**src/rtl/core/trs_to_affine_matrix_macros.svh**
```systemverilog
// Assertion helpers for the TRS matrix block.
// Each helper expects clk and rst in scope.
`ifndef TRS_TO_AFFINE_MATRIX_MACROS_SVH
`define TRS_TO_AFFINE_MATRIX_MACROS_SVH
`ifndef SYNTH
`define TRSM_ASSERT_SAME(lbl, ant, cons) \
  lbl: assert property (@(posedge clk) disable iff (rst) (ant) |-> (cons)) \
    else $error("trsm same-cycle check failed");
`define TRSM_ASSERT_NEXT(lbl, ant, cons) \
  lbl: assert property (@(posedge clk) disable iff (rst) (ant) |=> (cons)) \
    else $error("trsm next-cycle check failed");
`else
`define TRSM_ASSERT_SAME(lbl, ant, cons)
`define TRSM_ASSERT_NEXT(lbl, ant, cons)
`endif
`endif

```
**src/rtl/core/trsm_pkg.sv**
```systemverilog
`timescale 1ns / 1ps
`default_nettype none
package trsm_pkg;

  localparam int QW    = 16;  // quaternion and scale width
  localparam int MW    = 32;  // Q16.16 width
  localparam int AXW   = 30;  // rotated axes, Q.24
  localparam int AZW   = 35;  // X cross Y, Q.24
  localparam int BYW   = 40;  // rebuilt Y, Q.24
  localparam int NST   = 8;   // pipeline depth

  typedef struct packed {
    logic signed [QW-1:0] quat_w;
    logic signed [QW-1:0] quat_x;
    logic signed [QW-1:0] quat_y;
    logic signed [QW-1:0] quat_z;
    logic signed [QW-1:0] scale_x;
    logic signed [QW-1:0] scale_y;
    logic signed [QW-1:0] scale_z;
    logic signed [MW-1:0] move_x;
    logic signed [MW-1:0] move_y;
    logic signed [MW-1:0] move_z;
  } in_item_t;

  typedef struct packed {
    logic signed [MW-1:0] col0_x;
    logic signed [MW-1:0] col0_y;
    logic signed [MW-1:0] col0_z;
    logic signed [MW-1:0] col1_x;
    logic signed [MW-1:0] col1_y;
    logic signed [MW-1:0] col1_z;
    logic signed [MW-1:0] col2_x;
    logic signed [MW-1:0] col2_y;
    logic signed [MW-1:0] col2_z;
    logic signed [MW-1:0] pos_x;
    logic signed [MW-1:0] pos_y;
    logic signed [MW-1:0] pos_z;
  } out_item_t;

  typedef struct packed {
    logic signed [QW-1:0] sc_x;
    logic signed [QW-1:0] sc_y;
    logic signed [QW-1:0] sc_z;
    logic signed [MW-1:0] mv_x;
    logic signed [MW-1:0] mv_y;
    logic signed [MW-1:0] mv_z;
  } side_t;

endpackage
`default_nettype wire

```
**src/rtl/core/trsm_scale_sat.sv**
```systemverilog
`timescale 1ns / 1ps
`default_nettype none
// Q.24 entry times Q8.8 scale, floored to Q16.16 and saturated. Two stages.
module trsm_scale_sat
  import trsm_pkg::*;
#(
  parameter int W = AXW
) (
  input  wire logic                 clk,
  input  wire logic                 en,
  input  wire logic signed [W-1:0]  val,
  input  wire logic signed [QW-1:0] sc,
  output logic signed [MW-1:0]      res
);

  localparam int PW = W + QW;
  localparam logic signed [PW-1:0] HI = PW'(32'sh7fffffff);
  localparam logic signed [PW-1:0] LO = -HI - PW'(1);

  logic signed [PW-1:0] prod;
  logic signed [PW-1:0] shr;

  assign shr = prod >>> 16;

  always_ff @(posedge clk) begin
    if (en) begin
      prod <= val * sc;
      if (shr > HI) begin
        res <= HI[MW-1:0];
      end else if (shr < LO) begin
        res <= LO[MW-1:0];
      end else begin
        res <= shr[MW-1:0];
      end
    end
  end

endmodule
`default_nettype wire

```
**config.mk**
```make
export PLATFORM = sky130hd
export DESIGN_NAME = trsm_scale_sat
export DESIGN_NICKNAME = d
export VERILOG_FILES = /design/src/rtl/core/trs_to_affine_matrix_macros.svh /design/src/rtl/core/trsm_pkg.sv /design/src/rtl/core/trsm_scale_sat.sv
export SDC_FILE = /design/constraint.sdc
export NUM_CORES = 1
export LEC_CHECK = 0
export ABC_CLOCK_PERIOD_IN_PS = 7400
export BUFFER_PORTS_ARGS = -buffer_cell sky130_fd_sc_hd__buf_4
export CAP_MARGIN = 20
export CORE_ASPECT_RATIO = 0.9
export CORE_MARGIN = 1.5
export CORE_UTILIZATION = 35
export DETAILED_ROUTE_END_ITERATION = 16
export PLACE_DENSITY = 0.53
export SYNTH_ARGS = -nofsm -noshare
export SYNTH_HDL_FRONTEND = slang
export SYNTH_SLANG_ARGS = --single-unit
```
**constraint.sdc**
```tcl
create_clock -name clk -period 7.4 [get_ports clk]
set_input_delay 0.37 -clock clk [delete_from_list [all_inputs] [get_ports clk]]
set_output_delay 0.37 -clock clk [all_outputs]
set_load 0.1 [all_outputs]
```
Word-level counts from Yosys, hierarchy flattened
Cells that the tools add are included.

cells by class
  add/sub/neg operators = 0
  $mul = 1
  div/mod/pow operators = 0
  $lt $le $gt $ge = 2
  equal/unequal tests = 0
  shifts and indexed selects = 0
  muxes and demuxes = 1
  bitwise operators = 0
  reductions and logical operators = 0

operators by type and width
  kind                                                                     number
  30-bit by 16-bit multiplier with 46-bit output                           1
  30-bit by 32-bit > comparator with 1-bit output (second input constant)  1
  30-bit by 32-bit < comparator with 1-bit output (second input constant)  1
  32-bit 2-to-1 mux                                                        1

storage, ports and cells
  register bits = 78
  bits in latches = 0
  RAM bits = 0
  memory bits (read-only) = 0
  input port bits = 48
  output and inout bits = 32
  logic and storage cells = 6
  memories kept = 0

Longest topological paths before layout
Gate-level depths: netlist of the first run.

  depth in word-level cells = 2
  depth in mapped cells = 25
  gate-level depth less buffers = 24

Least setup slack after synthesis of the first run
Ideal clock, no wire load.

  path type = input to register
  start point = input port sc[1]
  end point = register prod[45] (data pin)
  setup time = 0.135 ns
  arrival time = 6.069 ns
  required time = 7.265 ns
  slack = 1.197 ns
  stages = 22
  path buffers = 2
  cells stage by stage = clkbuf_1 -> clkbuf_1 -> nand2_1 -> fa_1 -> fa_1 -> fa_1 -> inv_1 -> fa_1 -> fa_1 -> inv_1 -> fa_1 -> inv_1 -> ha_1 -> a21o_1 -> a21o_1 -> a21oi_1 -> nand2_1 -> a211oi_2 -> o21ai_2 -> and3_4 -> or4_1 -> nand3_1

between the ends
  cells in the longest elaborated chain, start to end = 1

ends and longest elaborated chain
  element                                         RTL line              source
  start, declared                                 trsm_scale_sat.sv:12  input wire logic signed [QW-1:0] sc,
  30-bit by 16-bit multiplier with 46-bit output  trsm_scale_sat.sv:27  prod <= val * sc;
  end signal, assigned                            trsm_scale_sat.sv:27
  end, declared                                   trsm_scale_sat.sv:20  logic signed [PW-1:0] prod;

Every way passes these cells.
A chain may end at the register's enable or synchronous reset.

Worst setup path after layout of the first run
  start point = input port sc[2]
  end point = register prod[31] (data pin)

The elaborated chain is that of the path after synthesis.

==> results of run 1 <==
-- worst max path at each step --
stage | startpoint | to | slack, ps | cells after the start
finish | sc[2] | prod[31] | 840 | 21
global route | sc[2] | prod[31] | 490 | 21
CTS | sc[2] | prod[31] | 880 | 21
detailed placement | sc[2] | prod[31] | 520 | 21
global placement | sc[4] | prod[31] | 520 | 22
floorplan | sc[1] | prod[45] | 1200 | 22
-- state kept, by name, indices dropped and copies added (netlist names) --
signal / flops
prod: 30
res: 31
-- per-layer routing --
| layer | wire length, um | vias to the layer above | GRT usage (%) | share of wire [%] |
|---|---|---|---|---|
| met5 | 0 | - | 0 | 0 |
| met4 | 918 | 0 | 4.617 | 2.1 |
| met3 | 2123 | 42 | 3.119 | 4.8 |
| met2 | 21300 | 250 | 30.27 | 48 |
| met1 | 19980 | 6437 | 24.53 | 45 |
| li1 | - | 5429 | - | - |
-- worst max-delay path: stages --
cell	delay [ps]
buf_4	360
nand2_1	150
fa_1	500
fa_1	520
fa_1	530
inv_1	70
fa_1	490
fa_1	500
inv_1	50
fa_1	480
inv_1	50
ha_1	340
nand2_1	90
nor3_1	310
nand3_1	150
o21ai_1	420
a21oi_1	200
o21ai_0	390
nor2_1	90
o31ai_1	440
xor2_1	130
-- final cells by class --
| cell class | instances | area [um^2] | area share, % |
|---|---|---|---|
| sequential | 61 | 1832 | 9.324 |
| clock buffer | 9 | 225.2 | 1.146 |
| inverter | 513 | 1926 | 9.802 |
| tap | 680 | 850.8 | 4.331 |
| timing repair buffer | 92 | 690.7 | 3.516 |
| clock inverter | 7 | 137.6 | 0.7006 |
| multi-input combinational | 1221 | 13980 | 71.18 |
-- cells by family (layout without fill, tap and decap cells) --
family,count (synthesis),in the layout,share of synthesized area (%)
and+or+nand+nor,530,530,14.18
xor gates and xnor gates,36,36,1.737
AOI/OAI and AO/OA,91,91,3.336
buffers and inverters,622,621,12.88
DFF,61,61,10.09
adders and majority gates,564,564,57.77
-- per-stage QoR --
step           cell area (um^2)  cells  setup slack [ps]  utilization [%]  hold WS [ps]
2_1_floorplan             18150   1904              1197                -         474.0
3_3_place_gp              19280   2567             523.9            37.92         402.4
3_5_place_dp              19280   2567             521.3            37.92         405.4
4_1_cts                   19650   2583             883.0            38.64         418.7
5_1_grt                   19650   2583             488.3            38.64         424.3
6_report                  19650   2583             835.4            38.64         418.1
-- synthesized netlist by cell type (all sizes together), types with 3 or more instances --
cell and count:
inv 512, fa 457, nand2 266, and2 190, clkbuf 107, ha 107, edfxtp 61, nor2 35
a21oi 31, xnor2 26, a21o 18, o21ai 17, xor2 10, nand2b 7, nand4 7, a211oi 6
and3 5, nand3 5, nor2b 5, and4 3
==> metrics.yaml, run 1 <==
timing:
  fmax_mhz: 152.3
  min_period_ps: 6565
  grt_setup_unrepaired: "no"
  worst_pin_slew_ps: 899.5
  setup_tns_ps: 0
  slew_headroom_pct: 40.03
  hold_violations: 0
  drv_slew: 0
  min_period_over_period_pct: 88.71
  finalSetupViolCount: 0
  fin_skew_ps: 4.842
finish:
  final_cell_mix: "inv_1, fa_1, nand2_1, and2_1, ha_1"
  final_common_cell: "inv_1"
  fillCellCount: 5141
  diodes: 0
  drive_gt1_share_pct: 6.148
  nets: 2510
  syn_to_final_growth_pct: 8.216
cts:
  postCtsSetupBuffers: 0
  cts_resized: 0
  cts.clk_slew.worst_paths_ps: 50
  cts_buffer_depth: 2
  htreeDepth: 3
  numCtsBuffers: 9
  insertion_delay_ps: 370
  holdBufCountCts: 0
  clock-sinks: 61
  cts_tree: "yes"
  root_buffer: "clkbuf_16"
die:
  die_width_um: 243.1
  dieArea_mm2: 0.05324
  core-area_mm2: 0.05085
  io_pins: 80
  fp.dieH_um: 219.1
  initial_core_util_pct: 35.70
  num_rows: 78
logic_synthesis:
  synth-main-ff-cell: "edfxtp_1"
  syn_inst: 1904
  ys_seq_elements: 61
  synth_top_area_share_pct: 50.40
  netlist_area_mm2: 0.01815
  seq_area_frac_synth_pct: 10.09
  ys_async_sr_fraction_pct: 0
  synth_edf_count: 61
  yosysTopAreaCell: "fa_1"
  ys_types: 49
  yosysWarnings: 0
  avgSynthCellArea_um2: 9.534
  ys_top_cells_by_area: "fa_1, inv_1, edfxtp_1"
  syn-num-nets: 2516
global_routing:
  antenna_found_initial: 0
  overflow: 0
  grt_pass1_vias: 13810
  grt_pass1_wl_um: 74180
  grtUsageTotal_pct: 18.14
  grt_max_degree: 62
route:
  drtIter0Drc: 639
  postRouteAntennaNets: 0
  wl_um: 44330
  first_pass_iters: 4
  via_per_inst: 4.707
  routedWlPerCell_um: 17.16
  vias: 12160
  drc_errors: 0
min_path:
  hold_start: "prod[23]"
  holdPathEnd: "res[7]"
  hp-class: "reg -> reg"
  holdPathStages: 0
placement:
  hpwlAfterDp_um: 36050
  place.port_buffers: 79
  gp_congestion: 0.8597
setup_path:
  r2r_end: "res[30]"
  critPathLaunchType: "input pin"
  reg2reg_from: "prod[45]"
  crit_fanout: 30
  cp.required_ps: 7480
  path_class: "in -> reg"
  critical_path_arrival_ps: 6650
  reg2regPathDepth: 0
  endpoint_kind: "register"
  r2r_slack_ps: 6730
flow_run:
  maxCapViolCount: 0
outcome:
  status: "completed"
Power of run 1 is left out: the tool's default activity adds up to more than one toggle a clock period on the data nets, which glitch-free logic cannot reach.
==> inputs of run 2 (changes only) <==
--- a/config.mk
+++ b/config.mk
@@ -5,6 +5,7 @@
 export SDC_FILE = /design/constraint.sdc
 export NUM_CORES = 1
 export LEC_CHECK = 0
+export ABC_AREA = 1
 export ABC_CLOCK_PERIOD_IN_PS = 7400
 export BUFFER_PORTS_ARGS = -buffer_cell sky130_fd_sc_hd__buf_4
 export CAP_MARGIN = 20
==> metrics.yaml, run 2 <==
outcome:
  status: "completed"
timing:
  drv_slew: 0  # unchanged
  setup_tns_ps: 0  # unchanged
  slew_headroom_pct: 39.73  # -0.30 points
  hold_ws_ps: 418.8  # +0.6520 ps
  fmax_mhz: 166.2  # +9.1%
  fin_skew_ps: 2.797  # -2.044 ps
  min_period_over_period_pct: 81.30  # -7.4 points
  min_period_ps: 6016  # -548.8 ps
  grt_setup_unrepaired: "no"
  finalSetupViolCount: 0  # unchanged
  worst_pin_slew_ps: 903.1  # +3.577 ps
  hold_violations: 0  # unchanged
global_routing:
  grt_max_degree: 62  # unchanged
  antenna_found_initial: 0  # unchanged
  overflow: 0  # unchanged
  grt_pass1_vias: 17000  # +23%
  grtUsageTotal_pct: 19.64  # +1.5 points
  grt_pass1_wl_um: 89570  # +21%
die:
  fp.dieH_um: 228.7  # +4.4%
  initial_core_util_pct: 35.50  # -0.20 points
  dieArea_mm2: 0.05805  # +9.0%
  die_width_um: 253.8  # +4.4%
  core-area_mm2: 0.05581  # +9.8%
  io_pins: 80  # unchanged
  num_rows: 82  # +5.1%
setup_path:
  reg2reg_from: "prod[45]"
  critPathLaunchType: "input pin"
  r2r_slack_ps: 6700  # -30 ps
  r2r_end: "res[31]"
  crit_fanout: 21  # -30%
  critical_path_arrival_ps: 6090  # -560 ps
  path_class: "in -> reg"
  startpoint: "sc[15]"
  reg2regPathDepth: 0  # unchanged
  endpoint_kind: "register"
  endpoint: "prod[41]"
  cp.required_ps: 7480  # about the same
logic_synthesis:
  ys_types: 32  # -35%
  avgSynthCellArea_um2: 7.901  # -17%
  netlist_area_mm2: 0.01982  # +9.2%
  synth_edf_count: 61  # unchanged
  synth_top_area_share_pct: 46.17  # -4.2 points
  ys_top_cells_by_area: "fa_1, inv_1, nand2_1"
  yosysWarnings: 0  # unchanged
  seq_area_frac_synth_pct: 9.244  # -0.85 points
  synth-main-ff-cell: "edfxtp_1"
  yosysMostFrequentCell: "inv_1"
  syn-num-nets: 3120  # +24%
  ys_async_sr_fraction_pct: 0  # unchanged
  syn_inst: 2508  # +32%
  ys_seq_elements: 61  # unchanged
  yosysTopAreaCell: "fa_1"
  synth_commonest_cells: "inv_1, nand2_1, fa_1"
min_path:
  holdPathStages: 0  # unchanged
  hold_start: "prod[31]"
  hp-class: "reg -> reg"
cts:
  root_buffer: "clkbuf_16"
  cts_buffer_depth: 2  # unchanged
  cts_tree: "yes"
  htreeDepth: 3  # unchanged
  clock-sinks: 61  # unchanged
  insertion_delay_ps: 320  # -50 ps
  cts.clk_slew.worst_paths_ps: 60  # about the same
  postCtsSetupBuffers: 0  # unchanged
  holdBufCountCts: 0  # unchanged
  numCtsBuffers: 9  # unchanged
  cts_resized: 0  # unchanged
flow_run:
  maxCapViolCount: 0  # unchanged
finish:
  diodes: 0  # unchanged
  drive_gt1_share_pct: 4.899  # -1.2 points
  largest_reg_flops: 31  # unchanged
  nets: 3077  # +23%
  top_regs: "res (31), prod (30)"
  final_common_cell: "inv_1"
  final_cell_mix: "inv_1, nand2_1, fa_1, ha_1, nor2_1"
  syn_to_final_growth_pct: 6.637
  fillCellCount: 5887  # +15%
  largest-register: "res"
route:
  wl_um: 52780  # +19%
  drtIter0Drc: 844  # +32%
  routedWlPerCell_um: 16.36  # -4.7%
  vias: 14780  # +22%
  first_pass_iters: 5  # +1
  drc_errors: 0  # unchanged
  postRouteAntennaNets: 0  # unchanged
  via_per_inst: 4.582  # -2.6%
placement:
  gp_congestion: 0.8703  # +1.2%
  place.port_buffers: 79  # unchanged
  hpwlAfterDp_um: 44480  # +23%
run 2: cell count changes in the layout (fill, tap and decap cells not counted), sizes merged, moves of 6 or more:
cell    before  now
a211oi       6    0
nor2        35  109
nand3        5   37
buf         92   80
inv        512  785
and2       190    1
a21o        18    1
xnor2       26   12
nand2      266  670
nand2b       7    0
o21ai       17   31
a21oi       31   56
run 2: through the flow:
stage	setup WS [ps]	area [um^2]	instances	utilization, %
3_5_place_dp	1112	20850	3210	37.36
5_1_grt	1090	21130	3226	37.86
3_3_place_gp	1036	20850	3210	37.36
2_1_floorplan	1787	19820	2508	-
4_1_cts	1437	21130	3226	37.86
6_report	1384	21130	3226	37.86
run 2: worst min-delay path by stage:
stage	slack, ps	to
after floorplan	470	res[0]
after global placement	410	res[15]
after detailed placement	410	res[10]
after CTS	420	res[10]
after global routing	430	res[15]
final	420	res[15]
run 2: logic make-up (layout without fill, tap and decap cells):
group / count (synthesis) / in the layout / share of synthesized area [%]
AO/OA/AOI/OAI: 106 / 106 / 2.905
flip-flops: 61 / 61 / 9.244
adder cells (fa/ha/maj): 564 / 564 / 52.93
buffers and inverters: 919 / 881 / 17.43
AND/OR/NAND/NOR: 837 / 837 / 16.56
XOR/XNOR: 21 / 21 / 0.9282
run 2: metal layers:
| layer | vias up | wire (um) | global-route usage (%) |
|---|---|---|---|
| li1 | 6878 | - | - |
| met1 | 7511 | 22790 | 25.02 |
| met2 | 338 | 27260 | 36.35 |
| met3 | 56 | 1887 | 1.503 |
| met4 | 0 | 838 | 3.646 |
| met5 | - | 0 | 0 |
run 2: cell type report:
class	instances	area [um^2]	area share, %
timing repair buffer	80	600.6	2.842
tap	756	945.9	4.477
clock inverter	7	51.30	0.2428
sequential	61	1832	8.669
multi-input combinational	1528	14530	68.76
clock buffer	9	225.2	1.066
inverter	785	2947	13.94
run 2: worst max-delay path: stages:
cell,delay (ps)
buf_4,100
inv_1,640
nor2_1,140
fa_1,540
fa_1,430
fa_1,520
fa_1,440
fa_1,500
inv_1,50
fa_1,480
inv_1,40
ha_1,360
nand2_1,130
nor2_1,310
nand2_1,200
nor4_2,320
nand3_1,240
nand4_1,170
nand2_1,70
Power of run 2 is left out for the same reason.
==> inputs of run 3 (changes only) <==
--- a/config.mk
+++ b/config.mk
@@ -5,15 +5,15 @@
 export SDC_FILE = /design/constraint.sdc
 export NUM_CORES = 1
 export LEC_CHECK = 0
-export ABC_AREA = 1
-export ABC_CLOCK_PERIOD_IN_PS = 7400
+export ABC_AREA = 0
+export ABC_CLOCK_PERIOD_IN_PS = 5180
 export BUFFER_PORTS_ARGS = -buffer_cell sky130_fd_sc_hd__buf_4
 export CAP_MARGIN = 20
 export CORE_ASPECT_RATIO = 0.9
 export CORE_MARGIN = 1.5
 export CORE_UTILIZATION = 35
 export DETAILED_ROUTE_END_ITERATION = 16
-export PLACE_DENSITY = 0.53
+export PLACE_DENSITY = 0.55
 export SYNTH_ARGS = -nofsm -noshare
 export SYNTH_HDL_FRONTEND = slang
 export SYNTH_SLANG_ARGS = --single-unit
==> constraint.sdc (replaced) <==
create_clock -name clk -period 5.18 [get_ports clk]
set_input_delay 0.259 -clock clk [delete_from_list [all_inputs] [get_ports clk]]
set_output_delay 0.259 -clock clk [all_outputs]
set_load 0.1 [all_outputs]
==> metrics.yaml, run 3 (synthesis gave the netlist of run 1 again) <==
setup_path:
  critical_path_arrival_ps: 6030  # -60 ps
  r2r_end: "res[28]"
  path_cells: "buf_12, and2_4, fa_1, inv_1, fa_1, inv_2, fa_1, fa_1, fa_1, fa_1, ha_4, a21oi_4, o211ai_1, a211oi_2, o21ai_4, a211oi_4, buf_6, o21ai_4, and3_4, buf_6, nor4b_4, nor4_2"
  worstPathBufferInverterCount: 5  # +1
  path_delay_family: "adder cells"
  crit_cells: 22  # +3
  endpoint_kind: "register"
  path_class: "in -> reg"
  r2r_slack_ps: 4510  # -2190 ps
  slowest_stage: "fa_1"
  crit_fanout: 5  # -76%
  slowest_delay_ps: 610  # -30 ps
  reg2regPathDepth: 0  # unchanged
  critPathLaunchType: "input pin"
  reg2reg_from: "prod[44]"
  crit_path_frequent_cell: "fa_1"
  cp.required_ps: 5300  # -2180 ps
cts:
  insertion_delay_ps: 370  # +50 ps
  clock-sinks: 61  # unchanged
  cts.clk_slew.worst_paths_ps: 60  # about the same
  cts_buffer_depth: 2  # unchanged
  htreeDepth: 3  # unchanged
  numCtsBuffers: 9  # unchanged
  holdBufCountCts: 0  # unchanged
  root_buffer: "clkbuf_16"
  cts_tree: "yes"
global_routing:
  grt_pass1_wl_um: 78360  # -13%
  grt_max_degree: 62  # unchanged
  grtUsageTotal_pct: 19.00  # -0.65 points
  grt_pass1_vias: 14810  # -13%
  antenna_found_initial: 0  # unchanged
  overflow: 0  # unchanged
die:
  core-area_mm2: 0.05085  # -8.9%
  fp.dieH_um: 219.1  # -4.2%
  die_width_um: 243.1  # -4.2%
  initial_core_util_pct: 35.70  # +0.20 points
  num_rows: 78  # -4.9%
  dieArea_mm2: 0.05324  # -8.3%
  io_pins: 80  # unchanged
finish:
  syn_to_final_growth_pct: 22.50
  largest_reg_flops: 31  # unchanged
  fillCellCount: 4956  # -16%
  post-route-util_pct: 43.73  # +5.9 points
  final_cell_area_mm2: 0.02224  # +5.2%
  drive_gt1_share_pct: 21.12  # +16 points
  nets: 2742  # -11%
  diodes: 0  # unchanged
  largest-register: "res"
  final_common_cell: "inv_1"
  final_cell_mix: "inv_1, fa_1, buf_4, nand2_1, and2_1"
  top_regs: "res (31), prod (30)"
min_path:
  hp-class: "reg -> reg"
  holdPathStages: 0  # unchanged
  hold_start: "prod[31]"
  holdPathEnd: "res[15]"
timing:
  slew_headroom_pct: 43.49  # +3.8 points
  layout_setup_ws_ps: -734.9  # -2119 ps
  worst_pin_slew_ps: 847.7  # -55.40 ps
  hold_violations: 0  # unchanged
  fmax_mhz: 169.1
  drv_slew: 0  # unchanged
  fin_skew_ps: 5.845  # +3.048 ps
  finalSetupViolCount: 25  # +25
  min_period_ps: 5915
  grt_setup_unrepaired: "yes"
  min_period_over_period_pct: 114.2
placement:
  gp_congestion: 0.8579  # -1.4%
  hpwlAfterDp_um: 39920  # -10%
  preCtsSetupSlack_ps: -1257  # -2368 ps
  place.port_buffers: 79  # unchanged
  place_area_mm2: 0.02132  # +2.2%
route:
  drtIter0Drc: 564  # -33%
  postRouteAntennaNets: 0  # unchanged
  via_per_inst: 4.558  # -0.52%
  first_pass_iters: 6  # +1
  wl_um: 46510  # -12%
  drc_errors: 0  # unchanged
  vias: 12830  # -13%
  routedWlPerCell_um: 16.52  # +0.99%
outcome:
  violations: "negative setup slack"
  status: "finished, violations left"
flow_run:
  maxCapViolCount: 0  # unchanged
## run 3: final cells by class
cell class,instances,area (um^2),share of cell area (%)
clock inverter,6,87.58,0.3939
timing repair buffer,324,2734,12.29
sequential,61,1832,8.237
clock buffer,10,229.0,1.030
inverter,513,1931,8.682
multi-input combinational,1221,14570,65.54
tap,680,850.8,3.826
## run 3: worst max-delay path by stage
stage | start | end | slack [ps]
global route | sc[11] | prod[44] | -900
detailed placement | sc[4] | prod[45] | -1260
finish | sc[11] | prod[44] | -730
floorplan | val[29] | prod[45] | -440
CTS | val[5] | prod[45] | -790
global placement | sc[4] | prod[45] | -1190
## run 3: through the flow
step / cells / TNS [ps] / hold slack [ps]
6_report: 2815 / -12530 / 412.6
3_3_place_gp: 2786 / -23560 / 404.6
4_1_cts: 2808 / -10350 / 415.5
5_1_grt: 2815 / -16090 / 414.4
3_5_place_dp: 2786 / -24450 / 405.4
2_1_floorplan: 1904 / -3981 / 371.5
## run 3: per-layer routing
layer  vias to the layer above  GRT usage, %  part of all wire (%)
li1                       5896             -                     -
met1                      6656         25.13                    45
met2                       240         32.36                    49
met3                        40         3.363                   4.3
met4                         0         4.658                   1.7
met5                         -             0                     0
## run 3: timing repair
action	in CTS	in global routing
gates cloned	0	1
endpoints found under the setup margin	27	29
buffers inserted	6	7
pin swaps	28	45
resized for setup	50	60
Power of run 3 is left out for the same reason.
